## src/rtl/core/vxf_pkg.sv

```systemverilog
// Shared types and constants for the 4x4 vertex transform engine.
// Used by vxf_cell, vxf_out and vertex_transform_4x4; depends on nothing.
package vxf_pkg;

    // Geometry and arithmetic widths.
    localparam int N_DIM  = 4;
    localparam int DATA_W = 32;
    localparam int PROD_W = 2 * DATA_W;
    localparam int SUM_W  = PROD_W + 2;

    // Item kind carried in the input tuser.
    typedef enum logic {
        OP_WRITE = 1'b0,
        OP_XFORM = 1'b1
    } op_t;

    // One item as it travels down the chain of cells. Each cell consumes
    // vec[0] and column zero, then shifts the vector down and decrements
    // the column of the element index for its neighbor.
    typedef struct packed {
        op_t                                  op;
        logic [3:0]                           elem_index;
        logic [DATA_W-1:0]                    elem_value;
        logic [N_DIM-1:0][DATA_W-1:0]         vec;
        logic [N_DIM-1:0][SUM_W-1:0]          sum;
    } vxf_item_t;

endpackage

```

## src/rtl/core/vxf_out.sv

```systemverilog
// Output stage: scales the sums down by the fraction bits, saturates to
// 32 bits and holds the result transaction. Write items are dropped here.
// Depends on vxf_pkg.
module vxf_out #(
    parameter int FRAC_BITS = 16
) (
    input  logic                aclk,
    input  logic                aresetn,
    input  logic                in_valid,
    output logic                in_ready,
    input  vxf_pkg::vxf_item_t  in_item,
    output logic                m_tvalid,
    input  logic                m_tready,
    output logic [127:0]        m_tdata,
    output logic [0:0]          m_tuser
);

    logic                                             oval_reg, oval_next;
    logic [vxf_pkg::N_DIM-1:0][vxf_pkg::DATA_W-1:0]  res_reg, res_next;
    logic                                             sat_reg, sat_next;
    logic                                             slot_free;
    logic                                             is_xform;
    logic                                             ld;
    logic signed [vxf_pkg::SUM_W-1:0]                 shifted;

    assign slot_free = !oval_reg || m_tready;
    assign is_xform  = (in_item.op == vxf_pkg::OP_XFORM);
    assign in_ready  = !is_xform || slot_free;
    assign ld        = in_valid && is_xform && slot_free;

    // Floor shift and clip of each component.
    always_comb begin
        res_next = '0;
        sat_next = 1'b0;
        shifted  = '0;
        for (int r = 0; r < vxf_pkg::N_DIM; r++) begin
            shifted = $signed(in_item.sum[r]) >>> FRAC_BITS;
            if (shifted[vxf_pkg::SUM_W-1:vxf_pkg::DATA_W-1] == '0 ||
                shifted[vxf_pkg::SUM_W-1:vxf_pkg::DATA_W-1] == '1) begin
                res_next[r] = shifted[vxf_pkg::DATA_W-1:0];
            end else begin
                sat_next = 1'b1;
                res_next[r] = shifted[vxf_pkg::SUM_W-1]
                            ? {1'b1, {(vxf_pkg::DATA_W-1){1'b0}}}
                            : {1'b0, {(vxf_pkg::DATA_W-1){1'b1}}};
            end
        end
    end

    always_comb begin
        oval_next = oval_reg;
        if (ld) begin
            oval_next = 1'b1;
        end else if (m_tready) begin
            oval_next = 1'b0;
        end
    end

    always_ff @(posedge aclk) begin
        if (!aresetn) begin
            oval_reg <= 1'b0;
        end else begin
            oval_reg <= oval_next;
        end
    end

    always_ff @(posedge aclk) begin
        if (ld) begin
            res_reg <= res_next;
            sat_reg <= sat_next;
        end
    end

    assign m_tvalid = oval_reg;
    assign m_tdata  = res_reg;
    assign m_tuser  = sat_reg;

endmodule

```

## config.mk

```make
export PLATFORM = sky130hd
export DESIGN_NAME = vxf_out
export DESIGN_NICKNAME = d
export VERILOG_FILES = /design/src/rtl/core/vxf_pkg.sv /design/src/rtl/core/vxf_out.sv
export SDC_FILE = /design/constraint.sdc
export NUM_CORES = 1
export LEC_CHECK = 0
export BUFFER_PORTS_ARGS = -buffer_cell sky130_fd_sc_hd__buf_2
export CAP_MARGIN = 20
export CORE_AREA = 2 2 217 219
export DETAILED_ROUTE_END_ITERATION = 7
export DIE_AREA = 0 0 219 221
export PLACE_DENSITY = 0.45
export SYNTH_ARGS = -nofsm -noshare
export SYNTH_HDL_FRONTEND = slang
export SYNTH_SLANG_ARGS = --single-unit
```

## constraint.sdc

```tcl
create_clock -name aclk -period 8.1 [get_ports aclk]
set_input_delay 0.405 -clock aclk [delete_from_list [all_inputs] [get_ports aclk]]
set_output_delay 0.405 -clock aclk [all_outputs]
set_load 0.1 [all_outputs]
```

# Word-level counts from Yosys, hierarchy flattened

Index checks and enable logic that the tools add are counted.

Bits in registers: 130
Latch bits: 0
Bits in writable memories: 0
ROM bits: 0
Input bits: 433
Output and inout bits: 131
Memories kept: 0

$add $sub $neg: 0
Multiply operators: 0
Divide/modulo/power cells: 0
$lt $le $gt $ge: 0
Eq/ne operators: 4
Shift operators: 0
Mux-type cells: 11
Bitwise gates (word level): 0
Reductions and logical operators: 16

Operators with widths:

| cell                                        | number |
|---|---|
| 2-to-1 mux 32 bit                           | 8 |
| equality test 35 bit, second input constant | 4 |
| zero test 35 bit                            | 4 |
| logical OR 1 bit                            | 6 |
| 2-to-1 mux 1 bit                            | 3 |
| AND reduction 3 bit                         | 1 |
| logical AND 1 bit                           | 2 |
| zero test 1 bit                             | 2 |
| nonzero test 2 bit                          | 1 |

# Logic depth before layout (Yosys ltp)

Gate-level depths: netlist of the first run.

Word-level depth: 4
Depth in mapped cells: 6

# Least setup slack after synthesis of the first run

OpenSTA, ideal clock, no wires.

Path kind: reg-to-reg
Start: register oval_reg, in the netlist m_tvalid
End: register res_reg (netlist bit m_tdata[0]) (enable)
Data arrival time: 6.316 ns
Path slack: 1.162 ns
Stages on the path, launching flop included: 3
Clock period less this slack: 6.938 ns
Cells stage by stage: dfxtp_1 -> nor2b_1 -> nor2_1

Longest elaborated chain between the ends: 3

Ends and longest elaborated chain:

| element                  | line          | RTL |
|---|---|---|
| start: declaration       | vxf_out.sv:18 | `logic oval_reg, oval_next;` |
| start signal: assignment | vxf_out.sv:63 | `oval_reg <= oval_next;` |
| zero test 1 bit          | vxf_out.sv:26 | `assign slot_free = !oval_reg \|\| m_tready;` |
| logical OR 1 bit         | vxf_out.sv:26 |  |
| logical AND 1 bit        | vxf_out.sv:29 | `assign ld = in_valid && is_xform && slot_free;` |
| via ld                   | vxf_out.sv:23 | `logic ld;` |
| end signal: assignment   | vxf_out.sv:69 | `res_reg <= res_next;` |
| end: declaration         | vxf_out.sv:19 | `logic [vxf_pkg::N_DIM-1:0][vxf_pkg::DATA_W-1:0] res_reg, res_next;` |

The timed path passes the listed nets, and every way through them passes these cells.
A chain may end at the register's enable or synchronous reset.

# Worst setup path in the final report of the first run

Start: input port in_item[65] (netlist name)
End: register sat_reg, in the netlist m_tuser (data pin)

Longest elaborated chain between the ends: 3

Ends and longest elaborated chain:

| element                                                  | line                         | RTL |
|---|---|---|
| start: declaration                                       | vxf_out.sv:11                | `input vxf_pkg::vxf_item_t in_item,` |
| equality test 35 bit or zero test 35 bit (tied branches) | vxf_out.sv:39, vxf_out.sv:38 |  |
| logical OR 1 bit (*)                                     | vxf_out.sv:38                | `if (shifted[vxf_pkg::SUM_W-1:vxf_pkg::DATA_W-1] == '0 \|\|` |
| 2-to-1 mux 1 bit (*)                                     | vxf_out.sv:38                |  |
| end signal: assignment                                   | vxf_out.sv:70                | `sat_reg <= sat_next;` |
| end: declaration                                         | vxf_out.sv:20                | `logic sat_reg, sat_next;` |

Every way passes the cells marked *; elsewhere a longest branch is shown, timed or not.

==> results.sh, run 1 <==
export IMPL_max_slew_margin_rel_pct=39.11
export IMPL_wire_per_inst_um=15.44
export IMPL_grt_max_degree=65
export IMPL_dr_pass1_iters=4
export IMPL_die_height_um=221
export IMPL_cp_max_fo=32
export IMPL_critical_path_class="in -> reg"
export IMPL_die_w_um=219
export IMPL_cts_root_buf="clkbuf_16"
export IMPL_fin_crit_sh_pct=26.34
export IMPL_num_rows=79
export IMPL_via_per_inst=3.394
export IMPL_grt_pass1_wl_mm=28.43
export IMPL_fillCellCount=5142
export IMPL_grt_pass1_vias=4511
export IMPL_power_leakage_uw=0.003720
export IMPL_cts_buffer_depth=2
export IMPL_finClkSkew_ps=10.10
export IMPL_io_pins=564
export IMPL_synth_fa_ha_area_share_pct=0
export IMPL_p_per_area_nw_per_um2=223.4
export IMPL_start_kind="input port"
export IMPL_hold_path_depth=2
export IMPL_dp_hpwl_mm=15.16
export IMPL_drive_gt1_share_pct=67.82
export IMPL_grt_use_total_pct=8.412
export IMPL_syn_area_per_cell_um2=16.27
export IMPL_synth_seq_cells=130
export IMPL_drtIter0Drc=160
export IMPL_finalSetupViolCount=0
export IMPL_io_buffers=335
export IMPL_syn_nets=780
export IMPL_hold_path_class="in -> reg"
export IMPL_tns_ps=0
export IMPL_area_growth_pct=50.14
export IMPL_finalHoldViolCount=0
export IMPL_cts_resized=0
export IMPL_rrSetupSlack_ps=6160
export IMPL_overflow=0
export IMPL_reg2regPathDepth=3
export IMPL_synthesis_area_um2=5647
export IMPL_vdd_ir_drop_worst_v=0.0001395
export IMPL_final_core_util_pct=18.41
export IMPL_muxShareOfSynthArea_pct=0
export IMPL_place_congestion=0.7623
export IMPL_final_max_slew_viol_count=0
export IMPL_synth_top_family_by_area="compound AO/OA/AOI/OAI gates"
export IMPL_final_nets=1113
export IMPL_synth_distinct_cells=20
export IMPL_arrival_ps=2300
export IMPL_cts_buffers=17
export IMPL_cap_violations=0
export IMPL_status="finished clean"
export IMPL_drt_wl_total_mm=20.07
export IMPL_cts_sinks=130
export IMPL_clk_pin_slew_ps=60
export IMPL_cts_tree="built"
export IMPL_insertion_delay_ps=470
export IMPL_antenna_cells=0
export IMPL_hold_buffers=0
export IMPL_fmax_ghz=0.4687
export IMPL_cp_required_ps=8270
export IMPL_drc_errors=0
export IMPL_vias=4412
export IMPL_end_kind="flop"
export IMPL_post_route_min_period_ps=2134
export IMPL_final_cell_mix="buf_2, edfxtp_1, a21o_2, a21o_1, nand4_1"
export IMPL_initial_core_util_pct=12.26
export IMPL_synth_xor_area_share_pct=0
export IMPL_tightest_slew_ps=913.3
export IMPL_final_common_cell="buf_2"
export IMPL_dieArea_um2=48400
export IMPL_cts_setup_buffers=0
export IMPL_h_tree_depth=4
export IMPL_yosys_area_share_simple_pct=6.315
export IMPL_core_area_um2=46060
export IMPL_yosysWarnings=0
export IMPL_grt_setup_unrepaired="false"
export IMPL_antenna_found_initial=3
export IMPL_synth_compound_area_share_pct=19.90
export IMPL_ant_nets=0
export IMPL_synth_cells=347
export IMPL_ys_seq_area_share_pct=68.96
==> path summary, 6_finish.rpt <==
check	from	to
setup / recovery	in_item[65]	m_tuser
hold / removal	aresetn	m_tvalid
setup reg to reg	m_tvalid	m_tdata[100]
hold reg to reg	m_tvalid	m_tvalid
==> routing by layer <==
| layer | share of wire (%) | vias to the layer above | track usage, % | routed length [um] |
|---|---|---|---|---|
| met5 | 0.16 | - | 0 | 33 |
| li1 | - | 2063 | - | - |
| met2 | 45 | 262 | 13.00 | 9082 |
| met3 | 11 | 22 | 4.082 | 2183 |
| met1 | 42 | 2061 | 9.634 | 8364 |
| met4 | 2.0 | 4 | 4.185 | 404 |
==> where the power goes <==
part	switching (uW)	internal, uW	leakage [uW]
registers	7.03	775	0.00121
logic	269	79.1	0.00223
clock network	333	431	0.000277
total	609	1280	0.00372
==> synthesized netlist by cell type, drive strengths merged <==
| library cell | number | area share (%) |
|---|---|---|
| a41o | 1 | 0.18 |
| a21o | 124 | 18 |
| clkbuf | 2 | 0.13 |
| nor4 | 21 | 2.8 |
| a311oi | 3 | 0.80 |
| buf | 23 | 4.2 |
| edfxtp | 129 | 69 |
| a21oi | 1 | 0.089 |
| a31o | 3 | 0.47 |
| dfxtp | 1 | 0.35 |
| nor2 | 8 | 0.53 |
| nor2b | 2 | 0.22 |
| nand4 | 21 | 2.3 |
| nand2 | 2 | 0.13 |
| and3 | 3 | 0.33 |
| dlygate4sd3 | 3 | 0.53 |
==> kinds of logic (layout without fill, tap and decap cells) <==
| logic type | Yosys count | in the layout |
|---|---|---|
| AND/OR/NAND/NOR | 57 | 57 |
| AO/OA/AOI/OAI | 132 | 132 |
| flip-flops | 130 | 130 |
| buffers and inverters | 28 | 374 |
==> state kept, by name, summed over array words and instances, names as in the netlist <==
signal,count
m_tdata,128
m_tuser,1
m_tvalid,1
==> worst max-delay path, cell delays in order <==
cell and delay, ps:
buf_2 140, nor4_1 440, nand4_1 160, nor4_2 310
a31o_2 670, nand4_1 160
==> area by class of cell <==
| class | count | area [um^2] | share of cell area [%] |
|---|---|---|---|
| multi-input combinational | 189 | 1524 | 17.98 |
| sequential | 130 | 3894 | 45.93 |
| timing repair buffer | 342 | 1729 | 20.40 |
| clock buffer | 18 | 429.2 | 5.062 |
| tap | 607 | 759.5 | 8.958 |
| clock inverter | 14 | 142.6 | 1.682 |
==> per-stage QoR <==
step	power (uW)	std cells	area, um^2	hold WS, ps	setup WS [ps]
after floorplan	1054	347	5647	533.2	1162
after global placement	1147	1268	7906	618.2	5351
after detailed placement	1149	1268	7906	640.7	5360
after CTS	1941	1300	8478	109.4	5898
after global routing	1978	1300	8478	158.5	5778
final	1894	1300	8478	158.9	5966
(Power assumes the default switching activity.)
==> run 2: changes to the inputs <==
==> constraint.sdc (replaced) <==
create_clock -name aclk -period 2.04 [get_ports aclk]
set_input_delay 0.102 -clock aclk [delete_from_list [all_inputs] [get_ports aclk]]
set_output_delay 0.102 -clock aclk [all_outputs]
set_load 0.1 [all_outputs]
==> results.sh, run 2 (synthesis results as in run 1) <==
export IMPL_status="finished clean"
export IMPL_die_height_um=221
export IMPL_cts_sinks=130
export IMPL_finalSetupViolCount=0
export IMPL_area_growth_pct=77.73
export IMPL_cts_root_buf="clkbuf_16"
export IMPL_holdWs_ps=28.46
export IMPL_vdd_ir_drop_worst_v=0.0005364
export IMPL_grt_use_total_pct=8.563
export IMPL_drive_gt1_share_pct=58.20
export IMPL_grt_pass1_vias=5247
export IMPL_internal_power_uw=5265
export IMPL_placed_cell_area_um2=8135
export IMPL_h_tree_depth=4
export IMPL_largest_reg_flops=128
export IMPL_cts_buffer_depth=2
export IMPL_wire_per_inst_um=14.46
export IMPL_drtIter0Drc=143
export IMPL_p_total_uw=7689
export IMPL_p_per_area_nw_per_um2=766.1
export IMPL_dp_cells=1281
export IMPL_dp_hpwl_mm=15.56
export IMPL_finalHoldViolCount=0
export IMPL_fin_crit_sh_pct=95.80
export IMPL_drc_errors=0
export IMPL_reg2regPathDepth=4
export IMPL_overflow=0
export IMPL_multi_input_area_um2=1573
export IMPL_start_kind="input port"
export IMPL_antenna_found_initial=3
export IMPL_dieArea_um2=48400
export IMPL_final_cell_mix="buf_2, dlygate4sd3_1, edfxtp_1, a21o_2, a21o_1"
export IMPL_seq_power_share_pct=40.3
export IMPL_tightest_slew_ps=710.8
export IMPL_cap_violations=0
export IMPL_cts_setup_buffers=0
export IMPL_stdcell_area_um2=10040
export IMPL_ant_nets=0
export IMPL_io_pins=564
export IMPL_max_slew_margin_rel_pct=52.56
export IMPL_grt_pass1_wl_mm=30.23
export IMPL_end_kind="flop"
export IMPL_vias=4917
export IMPL_io_buffers=335
export IMPL_fmax_ghz=0.5117
export IMPL_instances_no_fill=1445
export IMPL_combPwrFrac_pct=21.1
export IMPL_grt_setup_unrepaired="false"
export IMPL_via_per_inst=3.403
export IMPL_hold_path_class="in -> reg"
export IMPL_insertion_delay_ps=440
export IMPL_clk_pin_slew_ps=60
export IMPL_finClkSkew_ps=9.956
export IMPL_cp_max_fo=11
export IMPL_hold_path_depth=2
export IMPL_num_rows=79
export IMPL_final_nets=1255
export IMPL_power_leakage_uw=0.004374
export IMPL_cp_required_ps=2240
export IMPL_final_common_cell="buf_2"
export IMPL_regArea_um2=3897
export IMPL_core_area_um2=46060
export IMPL_critical_path_class="in -> reg"
export IMPL_netSwitchingFraction_pct=31.53
export IMPL_cts_tree="built"
export IMPL_die_w_um=219
export IMPL_grt_max_degree=35
export IMPL_initial_core_util_pct=12.26
export IMPL_place_ws_ps=108.5
export IMPL_dr_pass1_iters=4
export IMPL_p_clk_share_pct=38.6
export IMPL_fillCellCount=5007
export IMPL_power_switching_uw=2424
export IMPL_final_max_slew_viol_count=0
export IMPL_place_congestion=0.7896
export IMPL_fin_ws_ps=85.78
export IMPL_post_route_min_period_ps=1954
export IMPL_cts_buffers=17
export IMPL_drt_wl_total_mm=20.89
export IMPL_arrival_ps=2150
run 2: changes by cell type in the layout (fill, tap and decap cells not counted), sizes merged:
cell / previous run / this run
clkbuf: 18 / 17
dlygate4sd3: 0 / 129
inv: 8 / 4
buf: 342 / 355
diode: 0 / 3
clkinv: 3 / 8
run 2: power groups by stage:
stage	Clock, uW	Sequential [uW]	Combinational, uW
finish	2970	3100	1620
CTS	3090	3100	1630
global placement	0	3150	1430
detailed placement	0	3150	1430
global route	3180	3110	1700
floorplan	0	3950	220
run 2: path summary, 6_finish.rpt:
| check | slack (ps) | to | from |
|---|---|---|---|
| worst min register to register | 920 | m_tdata[6] | m_tvalid |
| worst max-delay path | 90 | m_tdata[52] | in_item[131] |
| worst min-delay path | 30 | m_tdata[59] | in_item[109] |
| worst max register to register | 600 | m_tdata[126] | m_tvalid |
run 2: final cells by class:
type | count | area share [%]
timing repair buffer | 484 | 32.27
clock inverter | 15 | 1.346
clock buffer | 17 | 4.239
antenna | 3 | 0.07480
multi-input combinational | 189 | 15.67
sequential | 130 | 38.84
tap | 607 | 7.568
run 2: layer usage:
layer  GRT usage [%]  part of all wire (%)  up-vias
li1                -                     -     2353
met1           9.430                    41     2294
met2           14.02                    46      251
met3           4.247                    11       19
met4           3.400                   1.8        0
met5               0                     0        -
run 2: what timing repair did:
| action | 4_1_cts | 5_1_grt |
|---|---|---|
| gates resized for setup | 0 | 5 |
| hold buffers | 129 | 0 |
| setup endpoints to repair | 0 | 40 |
| hold endpoints to repair | 128 | 0 |
run 2: worst max-delay path: stages:
cell	delay, ps
dlygate4sd3_1	520
buf_2	170
nor4_2	340
nand4_1	200
nor4_4	270
a311oi_4	130
buf_4	220
a21o_2	190
run 2: metrics by stage:
| step | setup TNS [ps] | utilization [%] |
|---|---|---|
| 2_1_floorplan | -113410 | - |
| 3_3_place_gp | 0 | 17.63 |
| 3_5_place_dp | 0 | 17.66 |
| 4_1_cts | 0 | 21.68 |
| 5_1_grt | 0 | 21.78 |
| 6_report | 0 | 21.79 |
